## src/design/hkua_pkg.sv

```systemverilog
// Package for the HID keyboard usage to ASCII translator.
// Holds the usage ranges, character codes, lock state type and symbol tables.
// No dependencies.
package hkua_pkg;

    localparam int CfgIdxW = 1;

    // Register indexes of the configuration port.
    localparam logic [CfgIdxW-1:0] CFG_CAPS_LOCK = 1'b0;
    localparam logic [CfgIdxW-1:0] CFG_NUM_LOCK  = 1'b1;

    localparam logic [7:0] SHIFT_MASK     = 8'h22;

    localparam logic [7:0] KEY_LETTER_A   = 8'h04;
    localparam logic [7:0] KEY_LETTER_Z   = 8'h1d;
    localparam logic [7:0] KEY_DIGIT_1    = 8'h1e;
    localparam logic [7:0] KEY_DIGIT_0    = 8'h27;
    localparam logic [7:0] KEY_ENTER      = 8'h28;
    localparam logic [7:0] KEY_SPACE      = 8'h2c;
    localparam logic [7:0] KEY_SYM_FIRST  = 8'h2d;
    localparam logic [7:0] KEY_SYM_LAST   = 8'h38;
    localparam logic [7:0] KEY_PAD_OP_1ST = 8'h54;
    localparam logic [7:0] KEY_PAD_OP_END = 8'h58;
    localparam logic [7:0] KEY_PAD_1      = 8'h59;
    localparam logic [7:0] KEY_PAD_9      = 8'h61;
    localparam logic [7:0] KEY_PAD_ZERO   = 8'h62;
    localparam logic [7:0] KEY_PAD_PERIOD = 8'h63;

    localparam logic [7:0] CHAR_LOWER_A   = 8'h61;
    localparam logic [7:0] CHAR_UPPER_A   = 8'h41;
    localparam logic [7:0] CHAR_ONE       = 8'h31;
    localparam logic [7:0] CHAR_ZERO      = 8'h30;
    localparam logic [7:0] CHAR_PERIOD    = 8'h2e;
    localparam logic [7:0] CHAR_SPACE     = 8'h20;
    localparam logic [7:0] CODE_ENTER     = 8'h13;
    localparam logic [7:0] CHAR_NONE      = 8'h00;

    // Lock state held by the configuration registers.
    typedef struct packed {
        logic caps_lock;
        logic num_lock;
    } lock_state_t;

    // Shifted symbols of the digit row, from the 1 key to the 0 key.
    function automatic logic [7:0] digit_shifted(input logic [3:0] idx);
        logic [7:0] code;
        unique case (idx)
            4'd0:    code = 8'h21;
            4'd1:    code = 8'h40;
            4'd2:    code = 8'h23;
            4'd3:    code = 8'h24;
            4'd4:    code = 8'h25;
            4'd5:    code = 8'h5e;
            4'd6:    code = 8'h26;
            4'd7:    code = 8'h2a;
            4'd8:    code = 8'h28;
            4'd9:    code = 8'h29;
            default: code = CHAR_NONE;
        endcase
        return code;
    endfunction

    // Symbol keys from minus to slash, unshifted.
    function automatic logic [7:0] sym_lower(input logic [3:0] idx);
        logic [7:0] code;
        unique case (idx)
            4'd0:    code = 8'h2d;
            4'd1:    code = 8'h3d;
            4'd2:    code = 8'h5b;
            4'd3:    code = 8'h5d;
            4'd4:    code = 8'h5c;
            4'd5:    code = 8'h20;
            4'd6:    code = 8'h3b;
            4'd7:    code = 8'h27;
            4'd8:    code = 8'h60;
            4'd9:    code = 8'h2c;
            4'd10:   code = 8'h2e;
            4'd11:   code = 8'h2f;
            default: code = CHAR_NONE;
        endcase
        return code;
    endfunction

    // Symbol keys from minus to slash, shifted.
    function automatic logic [7:0] sym_upper(input logic [3:0] idx);
        logic [7:0] code;
        unique case (idx)
            4'd0:    code = 8'h5f;
            4'd1:    code = 8'h2b;
            4'd2:    code = 8'h7b;
            4'd3:    code = 8'h7d;
            4'd4:    code = 8'h7c;
            4'd5:    code = 8'h7e;
            4'd6:    code = 8'h3a;
            4'd7:    code = 8'h22;
            4'd8:    code = 8'h7e;
            4'd9:    code = 8'h3c;
            4'd10:   code = 8'h3e;
            4'd11:   code = 8'h3f;
            default: code = CHAR_NONE;
        endcase
        return code;
    endfunction

    // Keypad operators from slash to keypad Enter.
    function automatic logic [7:0] pad_ops(input logic [2:0] idx);
        logic [7:0] code;
        unique case (idx)
            3'd0:    code = 8'h2f;
            3'd1:    code = 8'h2a;
            3'd2:    code = 8'h2d;
            3'd3:    code = 8'h2b;
            3'd4:    code = CODE_ENTER;
            default: code = CHAR_NONE;
        endcase
        return code;
    endfunction

endpackage

```

## src/design/hkua_cfg_regs.sv

```systemverilog
// Configuration registers of the translator: caps lock and num lock.
// Depends on hkua_pkg.
module hkua_cfg_regs
    import hkua_pkg::*;
(
    input  logic               clk,
    input  logic               rst_n,
    input  logic               cfg_write,
    input  logic [CfgIdxW-1:0] cfg_index,
    input  logic               cfg_data,
    output lock_state_t        locks
);

    lock_state_t locks_reg;
    lock_state_t locks_next;

    always_comb
    begin
        locks_next = locks_reg;
        if (cfg_write)
        begin
            unique case (cfg_index)
                CFG_CAPS_LOCK: locks_next.caps_lock = cfg_data;
                CFG_NUM_LOCK:  locks_next.num_lock  = cfg_data;
                default:       locks_next = locks_reg;
            endcase
        end
    end

    always_ff @(posedge clk or negedge rst_n)
    begin
        if (!rst_n)
        begin
            locks_reg <= '0;
        end
        else
        begin
            locks_reg <= locks_next;
        end
    end

    assign locks = locks_reg;

endmodule

```

## src/design/hkua_translate.sv

```systemverilog
// Combinational translation of one modifier byte and usage code to ASCII.
// Depends on hkua_pkg for the usage ranges and the symbol tables.
module hkua_translate
    import hkua_pkg::*;
(
    input  lock_state_t locks,
    input  logic [7:0]  modifiers,
    input  logic [7:0]  key_usage,
    output logic [7:0]  ascii_code
);

    logic       shift;
    logic [7:0] letter_off;
    logic [7:0] digit_off;
    logic [7:0] pad_off;
    logic [7:0] sym_off;
    logic [7:0] op_off;

    assign shift      = (modifiers & SHIFT_MASK) != 8'h00;
    assign letter_off = key_usage - KEY_LETTER_A;
    assign digit_off  = key_usage - KEY_DIGIT_1;
    assign pad_off    = key_usage - KEY_PAD_1;
    assign sym_off    = key_usage - KEY_SYM_FIRST;
    assign op_off     = key_usage - KEY_PAD_OP_1ST;

    always_comb
    begin
        priority if (key_usage >= KEY_LETTER_A && key_usage <= KEY_LETTER_Z)
        begin
            // Caps lock flips the case that shift selects.
            ascii_code = ((shift ^ locks.caps_lock) ? CHAR_UPPER_A : CHAR_LOWER_A)
                         + letter_off;
        end
        else if (key_usage >= KEY_DIGIT_1 && key_usage <= KEY_DIGIT_0)
        begin
            if (shift)
                ascii_code = digit_shifted(digit_off[3:0]);
            else if (key_usage == KEY_DIGIT_0)
                ascii_code = CHAR_ZERO;
            else
                ascii_code = CHAR_ONE + digit_off;
        end
        else if (key_usage >= KEY_PAD_1 && key_usage <= KEY_PAD_9)
        begin
            ascii_code = locks.num_lock ? (CHAR_ONE + pad_off) : CHAR_NONE;
        end
        else if (key_usage >= KEY_SYM_FIRST && key_usage <= KEY_SYM_LAST)
        begin
            ascii_code = shift ? sym_upper(sym_off[3:0]) : sym_lower(sym_off[3:0]);
        end
        else if (key_usage >= KEY_PAD_OP_1ST && key_usage <= KEY_PAD_OP_END)
        begin
            ascii_code = pad_ops(op_off[2:0]);
        end
        else if (key_usage == KEY_SPACE)
        begin
            ascii_code = CHAR_SPACE;
        end
        else if (key_usage == KEY_ENTER)
        begin
            ascii_code = CODE_ENTER;
        end
        else if (key_usage == KEY_PAD_ZERO)
        begin
            ascii_code = locks.num_lock ? CHAR_ZERO : CHAR_NONE;
        end
        else if (key_usage == KEY_PAD_PERIOD)
        begin
            ascii_code = locks.num_lock ? CHAR_PERIOD : CHAR_NONE;
        end
        else
        begin
            ascii_code = CHAR_NONE;
        end
    end

endmodule

```

## src/design/hid_keyboard_usage_to_ascii.sv

```systemverilog
// Top level of the HID boot keyboard usage to ASCII translator.
// Depends on hkua_pkg, hkua_cfg_regs and hkua_translate.
//
// The block turns one keyboard report pair (modifier byte and key usage code)
// into one ASCII code, 0 when the key has no mapping. An item is taken at
// every rising edge where start is high; busy never rises, so a new item may
// be started in every cycle. The pair is captured in an input register, the
// translation runs through one short level of compares and small constant
// tables, and the code lands in a result register: each result appears on
// ascii_code with done high for exactly one cycle, in the order the items were
// taken. The receiver cannot hold results off, and none is needed since the
// block keeps no backlog. Caps lock and num lock are written through the
// cfg_write port (index 0 is caps lock, index 1 is num lock, bit 0 of cfg_data
// is the new value); the user must write them only while no item is in flight,
// and the block does not enforce it. They apply to items started after a write.
module hid_keyboard_usage_to_ascii
    import hkua_pkg::*;
(
    input  logic               clk,
    input  logic               rst_n,
    input  logic               start,
    output logic               busy,
    input  logic [7:0]         modifiers,
    input  logic [7:0]         key_usage,
    output logic               done,
    output logic [7:0]         ascii_code,
    input  logic               cfg_write,
    input  logic [CfgIdxW-1:0] cfg_index,
    input  logic               cfg_data
);

    lock_state_t locks;

    logic       in_valid_reg;
    logic       in_valid_next;
    logic [7:0] mods_reg;
    logic [7:0] key_reg;
    logic       done_reg;
    logic       done_next;
    logic [7:0] code_reg;
    logic [7:0] code_next;
    logic       accept;

    // Every cycle is free for a new item, so busy stays low.
    assign busy   = 1'b0;
    assign accept = start && !busy;

    hkua_cfg_regs u_cfg_regs (
        .clk       (clk),
        .rst_n     (rst_n),
        .cfg_write (cfg_write),
        .cfg_index (cfg_index),
        .cfg_data  (cfg_data),
        .locks     (locks)
    );

    hkua_translate u_translate (
        .locks      (locks),
        .modifiers  (mods_reg),
        .key_usage  (key_reg),
        .ascii_code (code_next)
    );

    assign in_valid_next = accept;
    assign done_next     = in_valid_reg;

    // Control flags are reset; the payload registers are loaded on use.
    always_ff @(posedge clk or negedge rst_n)
    begin
        if (!rst_n)
        begin
            in_valid_reg <= 1'b0;
            done_reg     <= 1'b0;
        end
        else
        begin
            in_valid_reg <= in_valid_next;
            done_reg     <= done_next;
        end
    end

    always_ff @(posedge clk)
    begin
        if (accept)
        begin
            mods_reg <= modifiers;
            key_reg  <= key_usage;
        end
        if (in_valid_reg)
        begin
            code_reg <= code_next;
        end
    end

    assign done       = done_reg;
    assign ascii_code = code_reg;

    // Every accepted item passes the input register and reaches the result register.
    a_start_to_done: assert property (@(posedge clk) disable iff (!rst_n)
        accept |=> ##1 done)
        else $error("accepted item produced no result");

    // No result appears without an accepted item behind it.
    a_done_has_item: assert property (@(posedge clk) disable iff (!rst_n)
        done |-> $past(accept, 2))
        else $error("result strobe without an accepted item");

    // A held result with no new item behind it keeps its code.
    a_code_holds: assert property (@(posedge clk) disable iff (!rst_n)
        !in_valid_reg |=> $stable(code_reg))
        else $error("result register changed without an item");

    // Keys that need num lock give zero while it is off.
    a_pad_needs_numlock: assert property (@(posedge clk) disable iff (!rst_n)
        (in_valid_reg && !locks.num_lock && !cfg_write
         && key_reg >= KEY_PAD_1 && key_reg <= KEY_PAD_PERIOD)
        |=> (code_reg == CHAR_NONE))
        else $error("keypad key translated with num lock off");

endmodule
```

## config.mk

```make
export PLATFORM = sky130hd
export DESIGN_NAME = hid_keyboard_usage_to_ascii
export DESIGN_NICKNAME = d
export VERILOG_FILES = /design/src/design/hkua_pkg.sv /design/src/design/hkua_cfg_regs.sv /design/src/design/hkua_translate.sv /design/src/design/hid_keyboard_usage_to_ascii.sv
export SDC_FILE = /design/constraint.sdc
export NUM_CORES = 1
export LEC_CHECK = 0
export ABC_AREA = 1
export BUFFER_PORTS_ARGS = -buffer_cell sky130_fd_sc_hd__buf_4
export CAP_MARGIN = 10
export CORE_MARGIN = 4
export CORE_UTILIZATION = 64
export DETAILED_ROUTE_END_ITERATION = 16
export GPL_TIMING_DRIVEN = 1
export HOLD_SLACK_MARGIN = 0.15
export PLACE_DENSITY = 0.87
export SYNTH_ARGS = -nofsm -noshare
export SYNTH_HDL_FRONTEND = slang
export SYNTH_SLANG_ARGS = --single-unit
```

## constraint.sdc

```tcl
create_clock -name clk -period 5.2 [get_ports clk]
set_input_delay 1.56 -clock clk [delete_from_list [all_inputs] [get_ports clk]]
set_output_delay 1.56 -clock clk [all_outputs]
set_load 0.03 [all_outputs]
```

Yosys cells after proc, flatten, opt, wreduce, memory -nomap -nowiden
Memory sizes are Yosys's and may differ from the RTL's. Index checks and enable logic that the tools add are counted.

Memories kept: 3. Bits in registers: 26. Memory bits (read-only): 336. Output and inout port bits: 10. Input port bits: 22. Word-level logic and storage cells: 65.

Equal/unequal tests: 9. Bitwise gates (word level): 2. Mux-type cells: 17. Reductions and logical operators: 9. Add/subtract/negate cells: 8. Order comparisons: 10.

Memory list: (name not given) (depth 16, width 7, rd ports 1, clocked after memory_dff 0, wr ports 0, line hkua_pkg.sv:47) `unique case (idx)`; (name not given) (depth 16, width 7, rd ports 1, clocked after memory_dff 0, wr ports 0, line hkua_pkg.sv:87) `unique case (idx)`; (name not given) (depth 16, width 7, rd ports 1, clocked after memory_dff 0, wr ports 0, line hkua_pkg.sv:66) `unique case (idx)`.

Operator list (number): $mux 8 (13); $pmux 6 s5 (1); $eq 8x6->1 const B (3); $mux 6 (3); $add 6x8->8 const A (2); $eq 8x7->1 const B (2); $ge 8x7->1 const B (2); $le 8x6->1 const B (2); $le 8x7->1 const B (2); $add 8x8->8 (1); $ge 8x3->1 const B (1); $ge 8x5->1 const B (1); $ge 8x6->1 const B (1); $le 8x5->1 const B (1); $reduce_bool 8->1 (1); $sub 8x3->8 const B (1); $sub 8x5->8 const B (1); $sub 8x7->8 const B (1); $eq 3x2->1 const B (2); $logic_and 1x1->1 (5); $reduce_and 2->1 (2); $sub 4x4->4 const B (1); $eq 3x1->1 const B (1); $eq 3x3->1 const B (1); 4 further kinds (4).

Depth between registers and ports, before layout
Gate-level depths: netlist of the first run.

Word-level depth: 10. Depth in mapped cells: 17. Mapped depth without buffers: 16.

Cells and area by module
From an unflattened synthesis of the first run, not the netlist that was laid out.

Cells, all modules: 398. Area, all modules: 2763.9 sq um.

Modules (own cells, without submodules): hkua_translate (sequential area each 0.0 sq um, area each 1895.6 sq um, instances 1, cells each 359); hid_keyboard_usage_to_ascii (sequential area each 770.7 sq um, area each 782.0 sq um, instances 1, cells each 28); hkua_cfg_regs (sequential area each 50.0 sq um, area each 86.3 sq um, instances 1, cells each 11).

Worst setup path after synthesis of the first run
OpenSTA, ideal clock, no wires.

Path kind: reg-to-reg. Start: register mods_reg[5]. End: register code_reg[7] (netlist: ascii_code[7]) (data pin). Data required time: 4.947 ns. Period minus slack after synthesis: 2.141 ns. Path buffers: 1. Cell stages (with the launch flop): 13. Library setup time: 0.253 ns. Setup slack: 3.059 ns. Arrival: 1.888 ns. Cells stage by stage: edfxtp_1 -> nor2_1 -> clkbuf_1 -> xnor2_1 -> ha_1 -> inv_1 -> ha_1 -> nand2_1 -> nand2_1 -> a21oi_1 -> xor2_1 -> nand2_1 -> nand2_1.

Word-level cells in the longest chain between the ends: 5. Elaborated cells between the ends (all ways): 7. Those cells by class: 1 x add/sub; 4 x mux; 1 x bitwise; 1 x reduce/logical.

Ends and longest elaborated chain: from (decl) (line hid_keyboard_usage_to_ascii.sv:36) `logic [7:0] mods_reg;`; from (signal assigned) (line hid_keyboard_usage_to_ascii.sv:86) `mods_reg <= modifiers;`; $reduce_bool 8->1 (*) (line hkua_translate.sv:19) `assign shift = (modifiers & SHIFT_MASK) != 8'h00;`; $xor 1x1->1 (line hkua_translate.sv:31) `ascii_code = ((shift ^ locks.caps_lock) ? CHAR_UPPER_A : CHAR_LOWER_A)`; $mux 6 (line hkua_translate.sv:31); $add 8x8->8 (line hkua_translate.sv:32) `+ letter_off;`; $mux 8 (*) (line hkua_translate.sv:28) `priority if (key_usage >= KEY_LETTER_A && key_usage <= KEY_LETTER_Z)`; net code_next[7] (line hid_keyboard_usage_to_ascii.sv:41) `logic [7:0] code_next;`; to (signal assigned) (line hid_keyboard_usage_to_ascii.sv:91) `code_reg <= code_next;`; to (decl) (line hid_keyboard_usage_to_ascii.sv:40) `logic [7:0] code_reg;`.

Mark *: on every way through the listed nets, which the timed path passes. The rest lies on a longest branch. A chain may end at the register's enable or synchronous reset.

Worst setup path after layout of the first run
Start: register key_reg[0]. End: register code_reg[2] (netlist: ascii_code[2]) (data pin).

Word-level cells in the longest chain between the ends: 10. Elaborated cells between the ends (all ways): 50. Those cells by class: 8 x add/sub; 10 x order compare; 9 x eq/ne; 14 x mux; 6 x reduce/logical; 3 x memory.

Ends and longest elaborated chain: from (decl) (line hid_keyboard_usage_to_ascii.sv:37) `logic [7:0] key_reg;`; from (signal assigned) (line hid_keyboard_usage_to_ascii.sv:87) `key_reg <= key_usage;`; parallel branches: the longest is 9 deep, another holds $sub 8x7->8; $mux 8 (*) (line hkua_translate.sv:28); net code_next[2] (line hid_keyboard_usage_to_ascii.sv:41).

Mark *: on every way through the listed nets, which the timed path passes.

==> results of run 1 <==
metal layers:
metal | global-route usage | up-vias
li1 | - | 1293
met1 | 0.376 | 1251
met2 | 0.470 | 168
met3 | 0.0469 | 17
met4 | 0.115 | 0
met5 | 0 | -
power by group:
group / internal (mW) / leakage, nW / total [mW] / switching, mW
logic: 0.0915 / 1.15 / 0.267 / 0.176
registers: 0.210 / 0.226 / 0.232 / 0.0219
clock network: 0.103 / 0.0357 / 0.164 / 0.0615
synthesized netlist by cell type, types with 2 or more instances:
library cell / number
a21oi_1: 19
a31oi_1: 4
buf_2: 4
buf_4: 2
buf_6: 2
clkbuf_1: 2
dfrtp_1: 4
edfxtp_1: 18
ha_1: 22
inv_1: 37
inv_2: 3
nand2_1: 125
nand2_2: 2
nand3_1: 41
nand3b_1: 2
nand4_1: 9
nor2_1: 31
nor2_2: 2
nor3_1: 3
o211ai_1: 2
o21ai_0: 18
o21ai_1: 3
o21ai_2: 2
or2_2: 2
xnor2_1: 2
xor2_1: 9
cells by family (layout without fill, tap and decap cells):
logic type | after synthesis | count (layout) | synth area share
simple gates | 223 | 223 | 0.392
compound gates | 52 | 52 | 0.116
buf+inv | 52 | 70 | 0.0928
fa+ha+maj | 22 | 22 | 0.108
flops | 22 | 22 | 0.251
xor+xnor | 11 | 11 | 0.0378
other cells | 1 | 1 | 0.00147
area by class of cell:
cell class	instances	area [um^2]
inverters	41	166
flip-flops and latches	22	641
fillers	315	946
multi-input cells	309	1670
clock buffers	3	41.3
well taps	48	60.1
clock inverters	1	30.0
repair buffers	25	188
final timing paths:
kind	cells past startpoint	from	to	slack [ns]
min in group asynchronous	1	rst_n	u_cfg_regs.locks[0]	1.06
worst max-delay path	12	key_reg[0]	ascii_code[2]	2.49
max in group asynchronous	1	rst_n	done	4.04
worst min register to register	2	u_cfg_regs.locks[1]	u_cfg_regs.locks[1]	0.60
worst min-delay path	2	u_cfg_regs.locks[1]	u_cfg_regs.locks[1]	0.60
worst max register to register	12	key_reg[0]	ascii_code[2]	2.49
worst max-delay path: stages, from the launching register on:
cell      delay [ns]
edfxtp_1        0.62
inv_1           0.28
ha_1            0.36
inv_1           0.16
nand2_1         0.11
nand2_1         0.22
nor2_1          0.09
a21oi_1         0.15
o21ai_0         0.10
nand3_1         0.08
nand4_1         0.13
nand2_1         0.09
nand2_1         0.06
through the flow:
stage	cell area, um^2	cells	hold slack [ns]	util
finish	2800	449	0.596	0.747
global route	2800	449	0.662	0.747
CTS	2800	449	0.605	0.747
detailed placement	2730	445	0.583	0.728
global placement	2730	445	0.582	0.728
floorplan	2550	383	0.535	-
==> results.sh, run 1 <==
export IMPL_status="completed"
export IMPL_timing_final_crit_share=0.522
export IMPL_root_buffer="clkbuf_8"
export IMPL_syn_inst=383
export IMPL_vias=2729
export IMPL_total_power_uw=664
export IMPL_ys_warn_count=0
export IMPL_worstSetupEndpointType="flip-flop"
export IMPL_viasPerCell=6.08
export IMPL_cts_tree="built"
export IMPL_met1Wirelength_um=2960
export IMPL_drive_above_1_share=0.120
export IMPL_p_per_area_nw_per_um2=237
export IMPL_setup_violations=0
export IMPL_initial_core_util=0.681
export IMPL_synth_nets=427
export IMPL_clk_latency_ns=0.27
export IMPL_cts_hold_buffers_added=0
export IMPL_cts_sinks=22
export IMPL_portBuffers=24
export IMPL_post_cts_buffers=0
export IMPL_crit_required_ns=5.23
export IMPL_slew_violations=0
export IMPL_synth_top_cell_by_area="edfxtp_1"
export IMPL_synthTopCellsByArea="edfxtp_1 (21%), nand2_1 (18%), ha_1 (11%)"
export IMPL_syn2layout_area_growth_pct=9.77
export IMPL_std_cell_rows=22
export IMPL_grt_max_degree=15
export IMPL_setup_tns_ns=0
export IMPL_slew_headroom=0.631
export IMPL_ant_nets=0
export IMPL_grt_pass1_wl_um=11700
export IMPL_postSynthAreaPerCell_um2=6.65
export IMPL_vdd_drop_max_mv=0.166
export IMPL_synth_cell_types=39
export IMPL_ios=32
export IMPL_die_x_um=71.1
export IMPL_final_common_cell="nand2_1"
export IMPL_path_class="reg -> reg"
export IMPL_clk_path_buf_depth=2
export IMPL_synthArstFlopShare=0.182
export IMPL_final_cell_mix="nand2_1 (125), nand3_1 (41), inv_1 (37), nor2_1 (31), buf_4 (25)"
export IMPL_dpl_hpwl_um=5210
export IMPL_dr_wl_met2_um=3250
export IMPL_power_leakage_nw=1.41
export IMPL_fmax_mhz=368
export IMPL_die_area_um2=5060
export IMPL_grt_pass1_vias=2575
export IMPL_highest_layer="met4"
export IMPL_gp_congestion=0.967
export IMPL_netlist_area_leader_share=0.212
export IMPL_overflow=0
export IMPL_synth_area_um2=2550
export IMPL_hold_viol=0
export IMPL_hold_path_class="reg -> reg"
export IMPL_worstMarginPinSlew_ns=0.553
export IMPL_antennaDiodeCount=0
export IMPL_ys_ff_latch=22
export IMPL_post_cts_resize_count=0
export IMPL_die_h_um=71.1
export IMPL_drv_cap=0
export IMPL_layout_nets=446
export IMPL_drt_pass1_iterations=5
export IMPL_cts_buffers=3
export IMPL_clk_pin_slew_ns=0.09
export IMPL_ys_flop_type="edfxtp_1"
export IMPL_final_period_minus_worst_setup_slack_ns=2.71
export IMPL_pre_cts_slack_ns=2.59
export IMPL_antenna_found_initial=0
export IMPL_cp_start_kind="flip-flop"
export IMPL_clock_skew_final_ns=0.00694
export IMPL_routed_wl_um=6880
export IMPL_cts_htree_levels=1
export IMPL_synth_edf_count=18
export IMPL_ys_seq_area_frac=0.251
export IMPL_worst_slack_ns=2.49
export IMPL_crit_fanout=13
export IMPL_dr_first_iter_drc_count=373
export IMPL_remaining_drc_errors=0
export IMPL_rsz0062_at_grt="no"
export IMPL_wl_met3_um=537
export IMPL_wire_per_inst_um=15.3
export IMPL_grt_use_total=0.287
export IMPL_core_um2=3740
export IMPL_arrival_ns=2.74
Note: power is estimated with default switching activity, not from simulation.
==> inputs of run 2 (changes only) <==
Settings changed: CORE_UTILIZATION 64 to 53, PLACE_DENSITY 0.87 to 0.77.
Clock period 5.2 ns to 2.4 ns, I/O delays scaled along.
==> results.sh, run 2 (synthesized netlist as in run 1, its figures left out) <==
export IMPL_cts_htree_levels=1
export IMPL_dpl_hpwl_um=5640
export IMPL_reg2reg_depth=9
export IMPL_ios=32
export IMPL_die_h_um=77.3
export IMPL_grt_use_total=0.247
export IMPL_path_cells="inv_1 > buf_4 > ha_1 > nand2_1 > nand2_1 > o21ai_2 > inv_1 > nand3_1 > nand2_1"
export IMPL_path_class="reg -> reg"
export IMPL_timing_critical_path_mode_cell="nand2_1"
export IMPL_status="completed"
export IMPL_r2r_end="ascii_code[3]"
export IMPL_switching_share=0.384
export IMPL_die_x_um=77.3
export IMPL_p_switching_uw=575
export IMPL_initial_core_util=0.566
export IMPL_p_per_area_nw_per_um2=493
export IMPL_crit_path_start="key_reg[0]"
export IMPL_cts_sinks=22
export IMPL_combPwrFrac=0.435
export IMPL_std_cell_rows=24
export IMPL_setup_violations=0
export IMPL_final_cell_mix="nand2_1 (125), buf_4 (53), nand3_1 (41), inv_1 (37), nor2_1 (31)"
export IMPL_ant_nets=0
export IMPL_drt_pass1_iterations=5
export IMPL_grt_pass1_wl_um=12000
export IMPL_routed_wl_um=7050
export IMPL_wire_per_inst_um=14.6
export IMPL_root_buffer="clkbuf_8"
export IMPL_power_internal_uw=923
export IMPL_grt_pass1_vias=2563
export IMPL_syn2layout_area_growth_pct=19.2
export IMPL_clk_path_buf_depth=2
export IMPL_viasPerCell=5.78
export IMPL_cts_hold_buffers_added=0
export IMPL_fmax_mhz=446
export IMPL_dr_first_iter_drc_count=384
export IMPL_core_um2=4500
export IMPL_clock_skew_final_ns=0.00309
export IMPL_place_area_um2=2960
export IMPL_pwr_share_clk=0.244
export IMPL_final_period_minus_worst_setup_slack_ns=2.24
export IMPL_remaining_drc_errors=0
export IMPL_die_area_um2=5980
export IMPL_portBuffers=24
export IMPL_slew_violations=0
export IMPL_final_common_cell="nand2_1"
export IMPL_worstSetupEndpointType="flip-flop"
export IMPL_cts_buffers=3
export IMPL_power_leakage_nw=1.55
export IMPL_fin_util=0.674
export IMPL_worst_path_largest_cell_delay_ns=0.41
export IMPL_path_delay_family="buffers and inverters"
export IMPL_cp_slowest_cell="o21ai_2"
export IMPL_arrival_ns=2.28
export IMPL_clk_pin_slew_ns=0.09
export IMPL_worstReg2RegStart="key_reg[0]"
export IMPL_rrSetupSlack_ns=0.16
export IMPL_timing_final_crit_share=0.934
export IMPL_crit_fanout=9
export IMPL_cp_start_kind="flip-flop"
export IMPL_drv_cap=0
export IMPL_grt_max_degree=14
export IMPL_fill_cells=391
export IMPL_gp_congestion=0.984
export IMPL_antenna_found_initial=0
export IMPL_vdd_drop_max_mv=0.281
export IMPL_pwr_share_seq=0.321
export IMPL_overflow=0
export IMPL_antennaDiodeCount=0
export IMPL_drive_above_1_share=0.184
export IMPL_clk_latency_ns=0.27
export IMPL_path_buf_inv=3
export IMPL_vias=2785
export IMPL_fin_area_um2=3040
export IMPL_crit_required_ns=2.44
export IMPL_hold_viol=0
export IMPL_hold_path_class="in -> async"
export IMPL_cts_tree="built"
export IMPL_layout_nets=475
==> run 2: cell count changes in the layout (fill, tap and decap cells not counted) <==
| cell | previous run | this run |
|---|---|---|
| buf_4 | 25 | 53 |
| ha_1 | 22 | 20 |
| ha_2 | 0 | 2 |
| buf_12 | 0 | 1 |
==> run 2: power by group through the flow <==
| stage | sequential, mW | clock, mW | combinational, mW |
|---|---|---|---|
| final | 0.481 | 0.365 | 0.652 |
| after global routing | 0.486 | 0.398 | 0.729 |
| after CTS | 0.481 | 0.370 | 0.641 |
| after detailed placement | 0.490 | 0 | 0.639 |
| after global placement | 0.490 | 0 | 0.630 |
| after floorplan | 0.517 | 0 | 0.408 |
==> run 2: worst max-delay path by stage <==
stage | endpoint | slack (ns) | cells after the start
6_report | ascii_code[3] | 0.16 | 9
2_1_floorplan | ascii_code[7] | 0.26 | 12
3_5_place_dp | ascii_code[3] | 0.23 | 9
5_1_grt | ascii_code[1] | -0.0004 | 12
4_1_cts | ascii_code[6] | 0.22 | 16
3_3_place_gp | ascii_code[3] | 0.22 | 9
==> run 2: cell type report <==
| cell class | count | area [um^2] | area share |
|---|---|---|---|
| clock buffer | 3 | 41.3 | 0.0136 |
| timing repair buffer | 54 | 418 | 0.138 |
| tap | 52 | 65.1 | 0.0214 |
| multi-input combinational | 309 | 1680 | 0.552 |
| clock inverter | 1 | 30.0 | 0.00988 |
| inverter | 41 | 166 | 0.0548 |
| sequential | 22 | 641 | 0.211 |
==> run 2: repair_timing <==
item                       4_1_cts  5_1_grt
resized for setup                0        2
setup endpoints to repair        0        2
setup buffers                    0        0
==> run 2: metal layers <==
| metal | track usage | up-vias | part of all wire |
|---|---|---|---|
| li1 | - | 1352 | - |
| met3 | 0.0382 | 23 | 0.085 |
| met1 | 0.335 | 1260 | 0.43 |
| met4 | 0.110 | 0 | 0.030 |
| met2 | 0.389 | 150 | 0.46 |
| met5 | 0 | - | 0 |
==> run 2: per-stage QoR <==
stage / hold WS, ns / setup slack [ns] / setup TNS, ns / cells / power [mW]
after detailed placement: 0.521 / 0.229 / 0 / 478 / 1.13
after global routing: 0.198 / -0.000365 / -0.000365 / 482 / 1.61
after CTS: 0.219 / 0.219 / 0 / 482 / 1.49
final: 0.222 / 0.158 / 0 / 482 / 1.50
after floorplan: 0.424 / 0.259 / 0 / 383 / 0.925
after global placement: 0.517 / 0.216 / 0 / 478 / 1.12
